**src/hw/rtl/acm_pkg.sv**
```systemverilog
package acm_pkg;

	localparam int ALT_W      = 16;
	localparam int FRAC_W     = 16;
	localparam int COL_W      = 8;
	localparam int FRAC_SHIFT = 15;

	// bounds and scaled altitude, Q8.23 in a signed word
	localparam int Y_W   = 32;
	localparam int DY_W  = Y_W + 1;
	localparam int DC_W  = COL_W + 1;
	localparam int NUM_W = DY_W + DC_W;

	// divider widths
	localparam int UA_W  = NUM_W - 1;
	localparam int UB_W  = DY_W;
	localparam int Q_W   = COL_W + 1;
	localparam int D_W   = UB_W + 1;
	localparam int REM_W = D_W + Q_W;

	// configuration register indexes
	localparam int IDX_W = 3;
	localparam logic [IDX_W-1:0] REG_MODE       = 3'd0;
	localparam logic [IDX_W-1:0] REG_MIN_ALT    = 3'd1;
	localparam logic [IDX_W-1:0] REG_MAX_ALT    = 3'd2;
	localparam logic [IDX_W-1:0] REG_SEA_FRAC   = 3'd3;
	localparam logic [IDX_W-1:0] REG_LAND_FRAC  = 3'd4;
	localparam logic [IDX_W-1:0] REG_MOUNT_FRAC = 3'd5;
	localparam logic [IDX_W-1:0] REG_SNOW_FRAC  = 3'd6;

	localparam logic MODE_GRAY  = 1'b0;
	localparam logic MODE_EARTH = 1'b1;

	typedef struct packed {
		logic [COL_W-1:0] red;
		logic [COL_W-1:0] green;
		logic [COL_W-1:0] blue;
	} rgb_t;

	localparam rgb_t COL_BLACK = '{red: 8'd0,   green: 8'd0,   blue: 8'd0};
	localparam rgb_t COL_WHITE = '{red: 8'd255, green: 8'd255, blue: 8'd255};
	localparam rgb_t COL_DBLUE = '{red: 8'd0,   green: 8'd0,   blue: 8'd255};
	localparam rgb_t COL_GREEN = '{red: 8'd77,  green: 8'd255, blue: 8'd77};
	localparam rgb_t COL_BROWN = '{red: 8'd128, green: 8'd69,  blue: 8'd28};
	localparam rgb_t COL_GRAY  = '{red: 8'd128, green: 8'd128, blue: 8'd128};

	typedef struct packed {
		logic                    mode;
		logic signed [ALT_W-1:0] min_alt;
		logic signed [ALT_W-1:0] max_alt;
		logic [FRAC_W-1:0]       sea_frac;
		logic [FRAC_W-1:0]       land_frac;
		logic [FRAC_W-1:0]       mount_frac;
		logic [FRAC_W-1:0]       snow_frac;
	} cfg_t;

	// one interpolation job: start color, denominator, per-channel numerators
	typedef struct packed {
		logic                    valid;
		rgb_t                    start;
		logic signed [DY_W-1:0]  den;
		logic signed [NUM_W-1:0] num_r;
		logic signed [NUM_W-1:0] num_g;
		logic signed [NUM_W-1:0] num_b;
	} lerp_t;

endpackage

```
**src/hw/rtl/acm_cfg.sv**
```systemverilog
module acm_cfg (
	input  logic                         clk,
	input  logic                         arst_n,
	input  logic                         wr_en,
	input  logic [acm_pkg::IDX_W-1:0]    index,
	input  logic [acm_pkg::FRAC_W-1:0]   data,
	output acm_pkg::cfg_t                cfg
);

	acm_pkg::cfg_t cfg_q;

	always_ff @(posedge clk or negedge arst_n) begin
		if (!arst_n) begin
			cfg_q.mode       <= acm_pkg::MODE_GRAY;
			cfg_q.min_alt    <= -16'sd256;
			cfg_q.max_alt    <= 16'sd256;
			cfg_q.sea_frac   <= 16'd0;
			cfg_q.land_frac  <= 16'd9830;
			cfg_q.mount_frac <= 16'd22938;
			cfg_q.snow_frac  <= 16'd32768;
		end else if (wr_en) begin
			unique case (index)
				acm_pkg::REG_MODE:       cfg_q.mode       <= data[0];
				acm_pkg::REG_MIN_ALT:    cfg_q.min_alt    <= data;
				acm_pkg::REG_MAX_ALT:    cfg_q.max_alt    <= data;
				acm_pkg::REG_SEA_FRAC:   cfg_q.sea_frac   <= data;
				acm_pkg::REG_LAND_FRAC:  cfg_q.land_frac  <= data;
				acm_pkg::REG_MOUNT_FRAC: cfg_q.mount_frac <= data;
				acm_pkg::REG_SNOW_FRAC:  cfg_q.snow_frac  <= data;
				default: ;
			endcase
		end
	end

	assign cfg = cfg_q;

endmodule

```
**config.mk**
```make
export PLATFORM = sky130hd
export DESIGN_NAME = acm_cfg
export DESIGN_NICKNAME = d
export VERILOG_FILES = /design/src/hw/rtl/acm_pkg.sv /design/src/hw/rtl/acm_cfg.sv
export SDC_FILE = /design/constraint.sdc
export NUM_CORES = 1
export LEC_CHECK = 0
export BUFFER_PORTS_ARGS = -buffer_cell sky130_fd_sc_hd__buf_2
export CORE_UTILIZATION = 35
export CTS_CLUSTER_SIZE = 25
export DETAILED_ROUTE_END_ITERATION = 10
export GPL_TIMING_DRIVEN = 0
export MAX_ROUTING_LAYER = met4
export PLACE_DENSITY = 0.66
export SKIP_LAST_GASP = 1
export SLEW_MARGIN = 10
export SYNTH_ARGS = -nofsm -noshare
export SYNTH_HDL_FRONTEND = slang
export SYNTH_SLANG_ARGS = --single-unit
```
**constraint.sdc**
```tcl
create_clock -name clk -period 0.8 [get_ports clk]
set_input_delay 0.16 -clock clk [delete_from_list [all_inputs] [get_ports clk]]
set_output_delay 0.16 -clock clk [all_outputs]
set_load 0.01 [all_outputs]
```
======== Yosys cells after proc, flatten, opt, wreduce, memory -nomap -nowiden ========
Cells that the tools add are included.
storage, ports and cells
  logic and storage cells ................. 21
  input port bits ......................... 22
  output and inout bits ................... 97
  register bits ........................... 97
cells by class
  reductions and logical operators ........ 8
  eq/ne operators ......................... 6
operators by type and width
  cell                                                 count
  AND reduction 2 bit                                  7
  equality test 3 bit, second input constant           3
  equality test 3 x 2 -> 1 bit, second input constant  2
  equality test 3 x 1 -> 1 bit, second input constant  1
  logical NOT 3 bit                                    1

======== Depth between registers and ports, before layout ========
Gate-level depths: netlist of the first run.
  word-level depth ........................ 2
  mapped depth ............................ 5
  depth with buffers taken out ............ 2

======== Worst setup path after synthesis of the first run ========
No wires, ideal clock.
  path kind ............................... input -> register
  start ................................... input wr_en
  end ..................................... register cfg_q (netlist bit cfg[39])
  path slack .............................. -0.386 ns
  data required time ...................... 0.675 ns
  stages on the path ...................... 5
  data arrival time ....................... 1.061 ns
  setup time .............................. 0.125 ns
  buffers on the path ..................... 3
  path through ............................ buf_2 > and4bb_1 > buf_6 > buf_12 > mux2_4
on the way
  cells in the longest elaborated chain, start to end .. 1
ends and longest elaborated chain
  what                           RTL line       text
  from (decl)                    acm_cfg.sv:4   input logic wr_en,
  AND reduction 2 bit (no line)  n/a
  to (decl)                      acm_cfg.sv:10  acm_pkg::cfg_t cfg_q;
Every way passes these cells.
A chain may end at the register's enable or synchronous reset.

======== Final worst setup path of the first run ========
  start ................................... register cfg_q (netlist bit cfg[92])
  end ..................................... output cfg[92] (netlist name)
RTL lines
  what       RTL line      text
  to (decl)  acm_cfg.sv:7  output acm_pkg::cfg_t cfg
No word-level cell between the ends.

==> results.sh, run 1 <==
export IMPL_power_density_mw_per_mm2=2570
export IMPL_stdcell_count=545
export IMPL_ys_ff_latch=97
export IMPL_antenna_found_initial=0
export IMPL_largest_register_ffs=97
export IMPL_worstMarginPinSlew_ns=0.746
export IMPL_synth_edf_count=0
export IMPL_clk_latency_ns=0.35
export IMPL_grt_pass1_wl_um=15200
export IMPL_ant_nets=0
export IMPL_rsz0062_at_grt="yes"
export IMPL_post_place_cells=469
export IMPL_crit_type="flop to output port"
export IMPL_period_needed_ns=1.18
export IMPL_vias=2528
export IMPL_synth_seq_area_share=0.634
export IMPL_switching_share=0.266
export IMPL_crit_buf_inv=1
export IMPL_violations="negative hold slack, negative setup slack"
export IMPL_ys_warn_count=0
export IMPL_period_share=1.48
export IMPL_setup_viol=164
export IMPL_cts_root_buffer="clkbuf_8"
export IMPL_clkSinkCount=97
export IMPL_total_power_mw=15.4
export IMPL_syn_to_final_growth_pct=54.3
export IMPL_finalWirelength_um=9800
export IMPL_antenna_diode_count=0
export IMPL_firstDrtPassIters=4
export IMPL_first_global_vias=2744
export IMPL_grt_max_degree=59
export IMPL_worstHoldPathType="primary input to async pin"
export IMPL_syn_area_per_cell_um2=18.4
export IMPL_cp_slowest_stage_delay_ns=0.57
export IMPL_setup_slack_ns=-0.384
export IMPL_yosys_most_used_dff="dfrtp_1"
export IMPL_path_clk_slew_ns=0.09
export IMPL_die_w_um=107
export IMPL_dpl_cell_area_mm2=0.00472
export IMPL_synth_most_common_cell="dfrtp_1"
export IMPL_intPower_mw=11.3
export IMPL_slew_violations=0
export IMPL_tritoncts="done"
export IMPL_reg2reg_to="cfg[1]"
export IMPL_synthesis_nets=233
export IMPL_syn_area_mm2=0.00388
export IMPL_clkPwrFrac=0.231
export IMPL_stdcell_area_mm2=0.00598
export IMPL_grt_overflow=0
export IMPL_finalHoldViolCount=40
export IMPL_layout_drive_gt1_share=0.815
export IMPL_dieArea_mm2=0.0115
export IMPL_ys_types=11
export IMPL_whs_ns=-0.124
export IMPL_async_flop_share=1.00
export IMPL_viasPerCell=4.64
export IMPL_r2r_setup_slack_ns=-0.10
export IMPL_track_usage=0.185
export IMPL_seqPwrFrac=0.449
export IMPL_initial_core_util=0.359
export IMPL_end_kind="output port"
export IMPL_clock_skew_ns=0
export IMPL_utilization=0.554
export IMPL_nets=422
export IMPL_vdd_ir_drop_max_mv=1.14
export IMPL_netlist_area_leader_share=0.465
export IMPL_synthCells=211
export IMPL_ys_top_cells_by_count="dfrtp_1, mux2_2, mux2_4"
export IMPL_path_delay_family="flip-flops"
export IMPL_drt_iter0_drc=70
export IMPL_clockBufferDepth=2
export IMPL_portBuffers=117
export IMPL_crit_chain="buf_6"
export IMPL_r2r_cells=2
export IMPL_timing_rr_start="cfg[1]"
export IMPL_cellLeakagePower_nw=2.90
export IMPL_synth_area_leaders="dfrtp_1, mux2_2, dfstp_2"
export IMPL_htreeDepth=3
export IMPL_io_pins=119
export IMPL_slowest_stage="dfstp_2"
export IMPL_wl_per_cell_um=18.0
export IMPL_dpl_hpwl_um=5900
export IMPL_yosys_area_top_type="dfrtp_1"
export IMPL_fmax_ghz=0.845
export IMPL_cp_arrival_ns=1.02
export IMPL_drc=0
export IMPL_combinationalPowerShare=0.320
export IMPL_cp_required_ns=0.64
export IMPL_power_switching_mw=4.09
export IMPL_die_h_um=107
export IMPL_cp_start_kind="flop"
export IMPL_drv_cap=0
export IMPL_run_status="complete, but fails checks"
export IMPL_floorplan_rows=38
export IMPL_slew_headroom=0.502
export IMPL_cts_buffers=9
export IMPL_core_area_mm2=0.0108
export IMPL_place_congestion=0.737
export IMPL_crit_fanout=2
## worst max path at each step
stage / cells past startpoint / endpoint / from
detailed placement: 4 / cfg[57] / index[2]
global placement: 1 / cfg[16] / arst_n
global route: 1 / cfg[92] / cfg[92]
floorplan: 5 / cfg[39] / wr_en
CTS: 1 / cfg[24] / cfg[24]
finish: 1 / cfg[92] / cfg[92]
## power by group through the flow
stage / clock network, mW / registers, mW / logic, mW
CTS: 3.68 / 6.84 / 4.57
finish: 3.56 / 6.91 / 4.92
global placement: 0 / 6.78 / 3.36
floorplan: 0 / 7.33 / 1.32
global route: 3.91 / 7.03 / 5.29
detailed placement: 0 / 6.83 / 3.43
## metal layers
layer  wire length [µm]  vias to the layer above  track usage
li1                   -                     1133            -
met5                  0                        -            -
met3                645                       10       0.0541
met4                 95                        0       0.0577
met2               4710                       97        0.284
met1               4350                     1288        0.235
## what timing repair did
action	in CTS	in global routing
resized for setup	78	37
pin swaps	1	2
hold endpoints to repair	40	40
gates cloned	3	0
setup buffers	49	26
endpoints found under the setup margin	184	159
## stage by stage
step	worst slack, ns	TNS, ns
global placement	-1.36	-166.70
floorplan	-0.344	-21.73
CTS	-0.394	-32.10
finish	-0.384	-30.34
global route	-0.431	-36.05
detailed placement	-0.640	-57.52
## layout by cell type, fill, tap and decap left out
| cell | instances |
|---|---|
| and4bb_1 | 3 |
| buf_12 | 11 |
| buf_16 | 1 |
| buf_2 | 73 |
| buf_4 | 25 |
| buf_6 | 74 |
| buf_8 | 4 |
| bufinv_16 | 2 |
| clkbuf_8 | 11 |
| clkinv_2 | 2 |
| clkinvlp_4 | 1 |
| dfrtp_1 | 72 |
| dfstp_2 | 25 |
| mux2_2 | 42 |
| mux2_4 | 55 |
| nand4b_4 | 3 |
| nor4b_2 | 1 |
## layout make-up
type / count / area (µm²)
plain buffers: 10 / 155
clock buffers: 11 / 151
clock inverters: 5 / 77.6
fillers: 893 / 4810
multi-input cells: 104 / 1420
flip-flops and latches: 97 / 2460
well taps: 140 / 175
repair buffers: 178 / 1540
## logic make-up (layout without fill, tap and decap cells)
logic type / after synthesis / in the layout / share of synthesized area
mux: 97 / 97 / 0.311
flops: 97 / 97 / 0.634
buf+inv: 10 / 204 / 0.0313
simple gates: 7 / 7 / 0.0236
Power figures use the tool's default switching activity.
==> run 2, diff against run 1 <==
--- a/config.mk
+++ b/config.mk
@@ -6,12 +6,12 @@
 export NUM_CORES = 1
 export LEC_CHECK = 0
 export BUFFER_PORTS_ARGS = -buffer_cell sky130_fd_sc_hd__buf_2
-export CORE_UTILIZATION = 35
+export CORE_UTILIZATION = 39
 export CTS_CLUSTER_SIZE = 25
 export DETAILED_ROUTE_END_ITERATION = 10
 export GPL_TIMING_DRIVEN = 0
 export MAX_ROUTING_LAYER = met4
-export PLACE_DENSITY = 0.66
+export PLACE_DENSITY = 0.72
 export SKIP_LAST_GASP = 1
 export SLEW_MARGIN = 10
 export SYNTH_ARGS = -nofsm -noshare
==> run 2 against run 1 <==
Effect of this change: the flow still finishes with violations (negative hold slack, negative setup slack); clock skew did not move; via count barely moved; sequential cell count did not move; largest cell class unchanged; worst hold slack got worse by 0.054 ns; final cell count fell by 1.8%; highest routed layer unchanged; core utilization rose by 5.8 points.
==> results.sh, run 2 (synthesis gave the netlist of run 1 again) <==
export IMPL_slew_violations=0
export IMPL_rsz0062_at_grt="yes"
export IMPL_power_density_mw_per_mm2=2520
export IMPL_dp_slack_ns=-0.643
export IMPL_crit_type="flop to output port"
export IMPL_io_pins=119
export IMPL_wl_per_cell_um=17.7
export IMPL_crit_buf_inv=1
export IMPL_crit_end="cfg[41]"
export IMPL_layout_drive_gt1_share=0.811
export IMPL_reg2reg_to="cfg[11]"
export IMPL_vias=2530
export IMPL_clk_latency_ns=0.35
export IMPL_initial_core_util=0.400
export IMPL_antenna_diode_count=0
export IMPL_grt_max_degree=53
export IMPL_grt_pass1_wl_um=14400
export IMPL_first_global_vias=2656
export IMPL_slowest_stage="dfstp_2"
export IMPL_slew_headroom=0.551
export IMPL_run_status="complete, but fails checks"
export IMPL_worstHoldPathType="primary input to async pin"
export IMPL_drv_cap=0
export IMPL_firstDrtPassIters=4
export IMPL_clock_skew_ns=0
export IMPL_finalHoldViolCount=38
export IMPL_period_needed_ns=1.19
export IMPL_clkPwrFrac=0.213
export IMPL_final_cell_mix="buf_2, buf_6, dfrtp_1"
export IMPL_cts_root_buffer="clkbuf_8"
export IMPL_cp_arrival_ns=1.03
export IMPL_drc=0
export IMPL_floorplan_rows=36
export IMPL_dieArea_mm2=0.0103
export IMPL_viasPerCell=4.73
export IMPL_vdd_ir_drop_max_mv=1.32
export IMPL_crit_chain="buf_6"
export IMPL_dpl_cell_area_mm2=0.00472
export IMPL_cp_required_ns=0.64
export IMPL_cts_buffers=9
export IMPL_timing_rr_start="cfg[11]"
export IMPL_finalWirelength_um=9480
export IMPL_path_delay_family="flip-flops"
export IMPL_switching_share=0.274
export IMPL_htreeDepth=3
export IMPL_die_w_um=102
export IMPL_place_congestion=0.661
export IMPL_path_clk_slew_ns=0.09
export IMPL_antenna_found_initial=0
export IMPL_setup_slack_ns=-0.385
export IMPL_intPower_mw=10.9
export IMPL_drt_iter0_drc=29
export IMPL_crit_fanout=2
export IMPL_end_kind="output port"
export IMPL_period_share=1.48
export IMPL_core_area_mm2=0.00968
export IMPL_cellLeakagePower_nw=2.88
export IMPL_cp_slowest_stage_delay_ns=0.57
export IMPL_setup_viol=157
export IMPL_post_place_cells=462
export IMPL_stdcell_area_mm2=0.00593
export IMPL_fmax_ghz=0.844
export IMPL_r2r_setup_slack_ns=-0.11
export IMPL_grt_overflow=0
export IMPL_violations="negative hold slack, negative setup slack"
export IMPL_worst_path_stages=1
export IMPL_final_common_cell="buf_2"
export IMPL_cp_start_kind="flop"
export IMPL_largest_register_ffs=97
export IMPL_worstMarginPinSlew_ns=0.674
export IMPL_tritoncts="done"
export IMPL_combinationalPowerShare=0.324
export IMPL_die_h_um=102
export IMPL_syn_to_final_growth_pct=53.0
export IMPL_whs_ns=-0.178
export IMPL_portBuffers=117
export IMPL_nets=419
export IMPL_track_usage=0.195
export IMPL_clkSinkCount=97
export IMPL_final_setup_tns_ns=-30.73
export IMPL_clockBufferDepth=2
export IMPL_ant_nets=0
export IMPL_power_switching_mw=4.09
export IMPL_startpoint="cfg[41]"
export IMPL_stdcell_count=535
export IMPL_dpl_hpwl_um=5660
export IMPL_r2r_cells=2
export IMPL_seqPwrFrac=0.462
[run 2: changes by cell type in the layout (fill, tap and decap cells not counted), sizes merged]
cell and change:
buf -3, bufinv -1, clkinv +1, clkinvlp -1, inv +1
[run 2: through the flow]
step           power [mW]  utilization
3_3_place_gp         10.1        0.485
5_1_grt              15.7        0.612
3_5_place_dp         10.2        0.487
2_1_floorplan        8.65            -
6_report             15.0        0.612
4_1_cts              14.7        0.591
[run 2: power by group through the flow]
stage / combinational (mW) / sequential [mW] / clock, mW
6_report: 4.85 / 6.91 / 3.19
5_1_grt: 5.21 / 7.04 / 3.48
4_1_cts: 4.55 / 6.83 / 3.28
3_5_place_dp: 3.40 / 6.84 / 0
3_3_place_gp: 3.33 / 6.78 / 0
2_1_floorplan: 1.32 / 7.33 / 0
[run 2: timing repair]
| item | in CTS | in global routing |
|---|---|---|
| cloned | 3 | 0 |
| setup buffers | 49 | 15 |
| resized for setup | 71 | 39 |
| endpoints found under the hold margin | 38 | 38 |
| pin swaps | 3 | 2 |
| endpoints found under the setup margin | 190 | 179 |
[run 2: area by class of cell]
type,instances,area [µm²]
fill,705,3750
sequential,97,2460
timing repair buffer,175,1530
multi-input combinational,104,1420
tap,133,166
buffer,10,164
clock buffer,11,141
clock inverter,5,53.8
[run 2: per-layer routing]
metal,up-vias,track usage,wire [µm]
li1,1127,-,-
met1,1302,0.254,4300
met2,93,0.306,4610
met3,8,0.0449,491
met4,0,0.0535,77
met5,-,-,0
[run 2: worst min-delay path by stage]
| stage | slack [ns] | end | startpoint | cells after the start |
|---|---|---|---|---|
| detailed placement | 0.24 | cfg[77] | arst_n | 1 |
| CTS | -0.16 | cfg[61] | arst_n | 1 |
| global placement | 0.46 | cfg[83] | data[3] | 2 |
| global route | -0.12 | cfg[61] | arst_n | 1 |
| finish | -0.18 | cfg[61] | arst_n | 1 |
| floorplan | -0.14 | cfg[0] | arst_n | 0 |
