==> config.mk <==
export PLATFORM = sky130hd
export DESIGN_NAME = acm_rdiv
export DESIGN_NICKNAME = d
export VERILOG_FILES = /design/src/hw/rtl/acm_pkg.sv /design/src/hw/rtl/acm_rdiv.sv
export SDC_FILE = /design/constraint.sdc
export NUM_CORES = 2
export LEC_CHECK = 0
export BUFFER_PORTS_ARGS = -buffer_cell sky130_fd_sc_hd__buf_4
export CAP_MARGIN = 15
export CORE_ASPECT_RATIO = 1.5
export CORE_MARGIN = 5
export CORE_UTILIZATION = 53
export DETAILED_ROUTE_END_ITERATION = 8
export PLACE_DENSITY_LB_ADDON = 0.08
export SYNTH_ARGS = -nofsm -noshare
export SYNTH_HDL_FRONTEND = slang
export SYNTH_SLANG_ARGS = --single-unit
==> constraint.sdc <==
create_clock -name clk -period 4.18 [get_ports clk]
set_input_delay 0.209 -clock clk [delete_from_list [all_inputs] [get_ports clk]]
set_output_delay 0.209 -clock clk [all_outputs]
set_load 0.05 [all_outputs]
==> src/hw/rtl/acm_pkg.sv <==
package acm_pkg;

	localparam int ALT_W      = 16;
	localparam int FRAC_W     = 16;
	localparam int COL_W      = 8;
	localparam int FRAC_SHIFT = 15;

	// bounds and scaled altitude, Q8.23 in a signed word
	localparam int Y_W   = 32;
	localparam int DY_W  = Y_W + 1;
	localparam int DC_W  = COL_W + 1;
	localparam int NUM_W = DY_W + DC_W;

	// divider widths
	localparam int UA_W  = NUM_W - 1;
	localparam int UB_W  = DY_W;
	localparam int Q_W   = COL_W + 1;
	localparam int D_W   = UB_W + 1;
	localparam int REM_W = D_W + Q_W;

	// configuration register indexes
	localparam int IDX_W = 3;
	localparam logic [IDX_W-1:0] REG_MODE       = 3'd0;
	localparam logic [IDX_W-1:0] REG_MIN_ALT    = 3'd1;
	localparam logic [IDX_W-1:0] REG_MAX_ALT    = 3'd2;
	localparam logic [IDX_W-1:0] REG_SEA_FRAC   = 3'd3;
	localparam logic [IDX_W-1:0] REG_LAND_FRAC  = 3'd4;
	localparam logic [IDX_W-1:0] REG_MOUNT_FRAC = 3'd5;
	localparam logic [IDX_W-1:0] REG_SNOW_FRAC  = 3'd6;

	localparam logic MODE_GRAY  = 1'b0;
	localparam logic MODE_EARTH = 1'b1;

	typedef struct packed {
		logic [COL_W-1:0] red;
		logic [COL_W-1:0] green;
		logic [COL_W-1:0] blue;
	} rgb_t;

	localparam rgb_t COL_BLACK = '{red: 8'd0,   green: 8'd0,   blue: 8'd0};
	localparam rgb_t COL_WHITE = '{red: 8'd255, green: 8'd255, blue: 8'd255};
	localparam rgb_t COL_DBLUE = '{red: 8'd0,   green: 8'd0,   blue: 8'd255};
	localparam rgb_t COL_GREEN = '{red: 8'd77,  green: 8'd255, blue: 8'd77};
	localparam rgb_t COL_BROWN = '{red: 8'd128, green: 8'd69,  blue: 8'd28};
	localparam rgb_t COL_GRAY  = '{red: 8'd128, green: 8'd128, blue: 8'd128};

	typedef struct packed {
		logic                    mode;
		logic signed [ALT_W-1:0] min_alt;
		logic signed [ALT_W-1:0] max_alt;
		logic [FRAC_W-1:0]       sea_frac;
		logic [FRAC_W-1:0]       land_frac;
		logic [FRAC_W-1:0]       mount_frac;
		logic [FRAC_W-1:0]       snow_frac;
	} cfg_t;

	// one interpolation job: start color, denominator, per-channel numerators
	typedef struct packed {
		logic                    valid;
		rgb_t                    start;
		logic signed [DY_W-1:0]  den;
		logic signed [NUM_W-1:0] num_r;
		logic signed [NUM_W-1:0] num_g;
		logic signed [NUM_W-1:0] num_b;
	} lerp_t;

endpackage

==> src/hw/rtl/acm_rdiv.sv <==
module acm_rdiv (
	input  logic           clk,
	input  logic           arst_n,
	input  logic           en,
	input  acm_pkg::lerp_t lerp_in,
	output logic           valid,
	output acm_pkg::rgb_t  color
);

	localparam int NCH   = 3;
	localparam int SUM_W = acm_pkg::COL_W + 3;
	localparam int NUM_W = acm_pkg::NUM_W;
	localparam int UA_W  = acm_pkg::UA_W;
	localparam int UB_W  = acm_pkg::UB_W;
	localparam int D_W   = acm_pkg::D_W;
	localparam int REM_W = acm_pkg::REM_W;
	localparam int Q_W   = acm_pkg::Q_W;
	localparam int COL_W = acm_pkg::COL_W;
	localparam logic [COL_W-1:0] COL_MAX = '1;

	logic signed [NUM_W-1:0] num_c   [NCH];
	logic [COL_W-1:0]        start_c [NCH];
	logic [UB_W-1:0]         ub_c;

	assign num_c[0]   = lerp_in.num_r;
	assign num_c[1]   = lerp_in.num_g;
	assign num_c[2]   = lerp_in.num_b;
	assign start_c[0] = lerp_in.start.red;
	assign start_c[1] = lerp_in.start.green;
	assign start_c[2] = lerp_in.start.blue;
	assign ub_c = lerp_in.den[acm_pkg::DY_W-1] ? UB_W'(-lerp_in.den) : UB_W'(lerp_in.den);

	// stage 1: magnitudes and result sign
	logic             valid_s1, zero_s1;
	logic [UB_W-1:0]  ub_s1;
	logic [UA_W-1:0]  ua_s1    [NCH];
	logic             neg_s1   [NCH];
	logic [COL_W-1:0] start_s1 [NCH];

	// stage 2: rounded dividend 2|a|+|b| and divisor 2|b|
	logic              valid_s2, zero_s2;
	logic [D_W-1:0]    d_s2;
	logic [REM_W-1:0]  n_s2     [NCH];
	logic              neg_s2   [NCH];
	logic [COL_W-1:0]  start_s2 [NCH];

	// quotient pipeline: index 0 is stage 3 (overflow check), each later index
	// has resolved one more quotient bit, most significant first
	logic [Q_W:0]      valid_s;
	logic              zero_s  [0:Q_W];
	logic [D_W-1:0]    d_s     [0:Q_W];
	logic [REM_W-1:0]  rem_s   [0:Q_W][0:NCH-1];
	logic [Q_W-1:0]    quo_s   [0:Q_W][0:NCH-1];
	logic              ovf_s   [0:Q_W][0:NCH-1];
	logic              neg_s   [0:Q_W][0:NCH-1];
	logic [COL_W-1:0]  start_s [0:Q_W][0:NCH-1];

	// final stage: signed add to the start color and clamp
	logic              valid_s13;
	acm_pkg::rgb_t     color_s13;

	logic [REM_W-1:0]  rem_nx [0:Q_W-1][0:NCH-1];
	logic [Q_W-1:0]    quo_nx [0:Q_W-1][0:NCH-1];
	logic [COL_W-1:0]  col_nx [NCH];

	always_comb begin
		logic [REM_W-1:0] dsh;
		logic             take;
		for (int j = 0; j < Q_W; j++) begin
			for (int ch = 0; ch < NCH; ch++) begin
				dsh  = REM_W'(d_s[j]) << (Q_W - 1 - j);
				take = rem_s[j][ch] >= dsh;
				rem_nx[j][ch] = take ? rem_s[j][ch] - dsh : rem_s[j][ch];
				quo_nx[j][ch] = {quo_s[j][ch][Q_W-2:0], take};
			end
		end
	end

	always_comb begin
		logic [Q_W-1:0]          qq;
		logic signed [SUM_W-1:0] sum;
		for (int ch = 0; ch < NCH; ch++) begin
			// a huge quotient saturates the same as the largest one kept
			priority if (zero_s[Q_W]) begin
				qq = '0;
			end else if (ovf_s[Q_W][ch]) begin
				qq = '1;
			end else begin
				qq = quo_s[Q_W][ch];
			end
			if (neg_s[Q_W][ch]) begin
				sum = $signed(SUM_W'(start_s[Q_W][ch])) - $signed(SUM_W'(qq));
			end else begin
				sum = $signed(SUM_W'(start_s[Q_W][ch])) + $signed(SUM_W'(qq));
			end
			priority if (sum < 0) begin
				col_nx[ch] = '0;
			end else if (sum > $signed(SUM_W'(COL_MAX))) begin
				col_nx[ch] = COL_MAX;
			end else begin
				col_nx[ch] = sum[COL_W-1:0];
			end
		end
	end

	always_ff @(posedge clk or negedge arst_n) begin
		if (!arst_n) begin
			valid_s1  <= 1'b0;
			valid_s2  <= 1'b0;
			valid_s   <= '0;
			valid_s13 <= 1'b0;
		end else if (en) begin
			valid_s1   <= lerp_in.valid;
			valid_s2   <= valid_s1;
			valid_s[0] <= valid_s2;
			for (int j = 0; j < Q_W; j++) begin
				valid_s[j+1] <= valid_s[j];
			end
			valid_s13 <= valid_s[Q_W];
		end
	end

	always_ff @(posedge clk) begin
		if (en) begin
			zero_s1 <= ub_c == '0;
			ub_s1   <= ub_c;
			for (int ch = 0; ch < NCH; ch++) begin
				ua_s1[ch]    <= num_c[ch][NUM_W-1] ? UA_W'(-num_c[ch]) : UA_W'(num_c[ch]);
				neg_s1[ch]   <= num_c[ch][NUM_W-1] ^ lerp_in.den[acm_pkg::DY_W-1];
				start_s1[ch] <= start_c[ch];
			end

			zero_s2 <= zero_s1;
			d_s2    <= {ub_s1, 1'b0};
			for (int ch = 0; ch < NCH; ch++) begin
				n_s2[ch]     <= REM_W'({ua_s1[ch], 1'b0}) + REM_W'(ub_s1);
				neg_s2[ch]   <= neg_s1[ch];
				start_s2[ch] <= start_s1[ch];
			end

			zero_s[0] <= zero_s2;
			d_s[0]    <= d_s2;
			for (int ch = 0; ch < NCH; ch++) begin
				ovf_s[0][ch]   <= n_s2[ch] >= {d_s2, {Q_W{1'b0}}};
				rem_s[0][ch]   <= n_s2[ch];
				quo_s[0][ch]   <= '0;
				neg_s[0][ch]   <= neg_s2[ch];
				start_s[0][ch] <= start_s2[ch];
			end

			for (int j = 0; j < Q_W; j++) begin
				zero_s[j+1] <= zero_s[j];
				d_s[j+1]    <= d_s[j];
				for (int ch = 0; ch < NCH; ch++) begin
					rem_s[j+1][ch]   <= rem_nx[j][ch];
					quo_s[j+1][ch]   <= quo_nx[j][ch];
					ovf_s[j+1][ch]   <= ovf_s[j][ch];
					neg_s[j+1][ch]   <= neg_s[j][ch];
					start_s[j+1][ch] <= start_s[j][ch];
				end
			end

			color_s13 <= '{red: col_nx[0], green: col_nx[1], blue: col_nx[2]};
		end
	end

	assign valid = valid_s13;
	assign color = color_s13;

	// a zero divisor must always show up as overflow at the check stage
	a_zero_ovf: assert property (@(posedge clk) disable iff (!arst_n)
		valid_s[0] && zero_s[0] |-> ovf_s[0][0] && ovf_s[0][1] && ovf_s[0][2])
		else $error("zero divisor not flagged as quotient overflow");

	// after the last quotient bit the remainder is below the divisor
	a_rem_bound: assert property (@(posedge clk) disable iff (!arst_n)
		valid_s[Q_W] && !zero_s[Q_W] && !ovf_s[Q_W][0]
			|-> rem_s[Q_W][0] < REM_W'(d_s[Q_W]))
		else $error("divider remainder not reduced below divisor");

endmodule
### Word level (Yosys, flattened, before mapping)

Memory sizes are Yosys's and may differ from the RTL's.
Cells that the tools add are included.

* input port bits: 187
* output and inout port bits: 25
* bits in registers: 105
* bits in writable memories: 2516
* memories: 13

* muxes and demuxes: 45
* add/subtract/negate cells: 40
* reduce and logical (&&, ||, !) cells: 1
* bitwise gates (word level): 3
* order comparisons: 36

Memory list
* rem_s: depth 10, bits a word 129, read ports 9, clocked after memory_dff 0, write ports 10, line acm_rdiv.sv:52 `logic [REM_W-1:0] rem_s [0:Q_W][0:NCH-1];`
* d_s: depth 10, bits a word 34, read ports 9, clocked after memory_dff 0, write ports 10, line acm_rdiv.sv:51 `logic [D_W-1:0] d_s [0:Q_W];`
* quo_s: depth 10, bits a word 27, read ports 10, clocked after memory_dff 0, write ports 10, line acm_rdiv.sv:53 `logic [Q_W-1:0] quo_s [0:Q_W][0:NCH-1];`
* start_s: depth 10, bits a word 24, read ports 10, clocked after memory_dff 0, write ports 10, line acm_rdiv.sv:56 `logic [COL_W-1:0] start_s [0:Q_W][0:NCH-1];`
* n_s2: depth 3, bits a word 43, read ports 3, clocked after memory_dff 0, write ports 3, line acm_rdiv.sv:43 `logic [REM_W-1:0] n_s2 [NCH];`
* ua_s1: depth 3, bits a word 41, read ports 3, clocked after memory_dff 0, write ports 3, line acm_rdiv.sv:36 `logic [UA_W-1:0] ua_s1 [NCH];`
* +7 memories

Operators by type and width (count)
* $mux W43: 27
* $add A42 B33 Y43: 3
* $ge A43 B34 Y1: 3
* $ge A43 B35 Y1: 3
* $ge A43 B36 Y1: 3
* $ge A43 B37 Y1: 3
* $ge A43 B38 Y1: 3
* $ge A43 B39 Y1: 3
* $ge A43 B40 Y1: 3
* $ge A43 B41 Y1: 3
* $ge A43 B42 Y1: 3
* $ge A43 B43 Y1: 3
* $sub A43 B34 Y43: 3
* $sub A43 B35 Y43: 3
* $sub A43 B36 Y43: 3
* $sub A43 B37 Y43: 3
* $sub A43 B38 Y43: 3
* $sub A43 B39 Y43: 3
* $sub A43 B40 Y43: 3
* $sub A43 B41 Y43: 3
* $sub A43 B42 Y43: 3
* $mux W41: 3
* $neg A41 Y41: 3
* $mux W9: 6
* 11 further kinds: 26

### Longest topological paths before layout

An unclocked memory read counts as a cell.

* depth in word-level cells: 7
* mapped depth: 16

### Least setup slack after synthesis

No wires, ideal clock.

* path kind: register to register
* start: memory rem_s[0][86] (netlist bit)
* end: memory rem_s[0][209] (netlist bit) (data pin)
* arrival time: 3.631 ns
* cell stages (with the launch flop): 15
* slack: 0.290 ns
* data required time: 3.920 ns
* clock period less this slack: 3.890 ns
* setup time: 0.260 ns
* cell sequence: edfxtp_1 -> ha_1 -> fa_1 -> nor2b_1 -> o31a_1 -> o221ai_1 -> a31oi_1 -> o21ai_0 -> nand2_1 -> a31oi_1 -> o31a_1 -> o41a_1 -> clkbuf_1 -> clkbuf_1 -> mux2_2

RTL lines (line)
* start: declaration: acm_rdiv.sv:52

==> impl_results.md <==
* Hold path start: lerp_in[127]
* Most frequent cells in the layout: edfxtp_1, ha_1, buf_4
* Fin crit share at 99.8%
* Post-synthesis sequential area ratio at 50.0%
* Hold crit path type: input port to flop
* CP Capture Type: flop
* Full die area at 269000 sq um
* Root buffer cell: clkbuf_16
* Starting Density at 53.2%
* Clock Skew at 59.5 ps
* Cell-internal power at 64100 uW
* Post-route antenna net violation count at 0
* Maximum root-to-sink buffer count at 4
* Vias in the first global route at 112000
* Fillers at 20000
* CTS H-tree depth at 4
* Logic pwr share at 45.4%
* TritonCTS clock tree: built
* Dpl cell area at 150000 sq um
* Total Power at 105000 uW
* CTS sink cnt at 2284
* Mapped Cells at 12600
* Post-route cell area at 161000 sq um
* CP arrival at 4800 ps
* Register bit total from synthesis at 2284
* R2R Path Start: rem_s[0][86]
* Status: finished clean
* Clk slew on worst S/H paths at 70 ps
* Rows at 228
* Number of max-cap violations at 0
* Final setup violation count at 0
* DRC Markers at 0
* Share of layout cells above drive strength 1 at 13.4%
* Synthesized Nets at 13900
* Post-synth ARST share at 0.569%
* Seq pwr share at 35.3%
* Final Hold Fails at 0
* Leak at 0.0647 uW
* CP startpoint kind: input port
* Syn. warnings at 0
* Commonest non-fill, non-tap cell in the layout: edfxtp_1
* Initial antenna violation count at 10
* First-pass GRT wire length at 686000 um
* Fmax at 240 MHz
* Crit path max fanout at 3
* RSZ-0062 raised after global routing: yes
* Setup_tns at 0 ps
* Layout Nets at 15300
* Top_reg_cell synth: edfxtp_1
* Drt wl/cell at 26.8 um
* Final min period at 4170 ps
* Max Slew Vio Count at 0
* Final GP Congestion at 1.03
* Iteration count of the initial detailed-routing pass at 8
* Via count at 106000
* Die extent in x at 425 um
* IO Pins at 212
* CTS buffer count at 223
* Latest clock arrival within the worst-skew pair at 930 ps
* Overflow after GRT at 0
* Starting DRC count in detailed routing at 7292
* Slew at the pin closest to its max-slew limit at 1060 ps
* Port Buffer Count at 211
* Die H at 633 um
* Worst VDD drop at 0.000549 V
* Synthesized cell area at 137000 sq um
* Area grow syn2layout at 17.5%
* Slew HR at 28.8%
* Kind of critical path: input port to flop
* Total wire length at 473000 um
* Clk pwr share at 19.3%
* Sw frac at 38.8%
* Via density per instance at 6.02
* Largest net degree at the start of global routing at 143
* Number of synthesized flops with an enable pin at 2271
* Sw Pwr at 40600 uW
* Avg Inst Size Synth at 10.9 sq um
* Critical Path RT at 4810 ps
* Tot GR Track Use at 34.4%
* Power per cell area at 650 nW/um^2
* Synth cell types at 84
* Core Box Area at 257000 sq um
* DP HPWL at 376000 um
* Crit. Startpoint: lerp_in[50]
## state kept, by name, summed over array words and instances (netlist names)
| name | flops |
|---|---|
| zero_s1 | 1 |
| quo_s | 135 |
| valid | 1 |
| valid_s | 10 |
| ub_s1 | 33 |
| zero_s | 10 |
| zero_s2 | 1 |
| valid_s2 | 1 |
| d_s2 | 33 |
| valid_s1 | 1 |
| neg_s | 30 |
| n_s2 | 126 |
| ua_s1 | 123 |
| start_s1 | 24 |
| rem_s | 1143 |
| color | 24 |
| neg_s2 | 3 |
| d_s | 288 |
| ovf_s | 30 |
| start_s | 240 |
| neg_s1 | 3 |
| start_s2 | 24 |
## area by class of cell
class	count	area [sq um]	share of cell area [%]
antenna	16	40.0	0.0249
clock buffer	262	5810	3.61
clock inverter	138	1330	0.823
inverter	673	2530	1.57
multi-input combinational	9273	65300	40.6
sequential	2284	68500	42.6
tap	3450	4320	2.68
timing repair buffer	1534	13100	8.14
## path summary, 6_finish.rpt
check | end | slack (ps) | depth (start not counted)
worst max-delay path | ua_s1[0][72] | 10 | 11
worst min-delay path | ub_s1[1] | 60 | 3
worst max register to register | rem_s[0][257] | 80 | 15
worst min register to register | quo_s[4][19] | 410 | 0
max in group asynchronous | valid_s[8] | 3380 | 3
min in group asynchronous | valid | 400 | 3
## critical path, stage by stage
cell and delay, ps:
dlygate4sd3_1 540, buf_4 140, or4_4 530, or3_4 390
or3_4 410, or4_4 570, or3_4 460, or4_4 610
o21ai_0 260, xnor2_1 110, dlygate4sd3_1 570
## through the flow
step	setup slack, ps	hold slack (ps)	instances	utilization (%)
after floorplan	290	-86.6	12600	-
after global placement	-302	51.0	16900	58.2
after detailed placement	-313	55.6	16900	58.2
after CTS	18.3	7.79	17600	62.4
after global routing	-26.0	29.6	17600	62.5
final	10.3	64.1	17600	62.5
## cells by family after synthesis
| family | Yosys count | share of synthesized area [%] |
|---|---|---|
| and+or+nand+nor | 3236 | 11.5 |
| xor gates and xnor gates | 1045 | 6.68 |
| muxes | 197 | 1.59 |
| DFF | 2284 | 50.0 |
| AOI/OAI and AO/OA | 3626 | 16.5 |
| buffers and inverters | 1008 | 2.76 |
| adders and majority gates | 1169 | 10.9 |
## per-layer routing
layer	track usage, %	wire, um
met5	0	14
met4	36.2	64000
met3	3.20	15700
met2	66.0	252000
met1	29.5	141000
## power groups by stage
stage	Combinational [uW]	Sequential, uW	Clock [uW]
finish	47500	37000	20200
global route	51300	37300	21400
CTS	46600	36800	20400
detailed placement	45900	37300	0
global placement	45000	37100	0
floorplan	29700	35400	0
## synthesized netlist by cell type (141+ instances only)
library cell	n	area (sq um)
nand2b_1	141	882
xor2_1	391	3420
ha_1	1136	14200
o21ai_0	925	4630
inv_1	672	2520
mux2_2	164	1850
xnor2_1	654	5730
a21oi_1	1087	5440
nand4_1	193	1210
a21o_1	558	4190
o21a_1	145	1090
nor2_1	751	2820
clkbuf_1	305	1140
nor2b_1	160	1000
edfxtp_1	2271	68200
nand3_1	215	1080
nor3_1	191	956
nand2_1	986	3700
## what timing repair did
action                                  CTS  global route
endpoints found under the hold margin   235             0
setup buffers                             2            12
resized for setup                        23            89
pin swaps                                 3            17
gates cloned                              1             2
endpoints found under the setup margin  161           339
hold buffers                            346             0
Power figures use the tool's default switching activity.
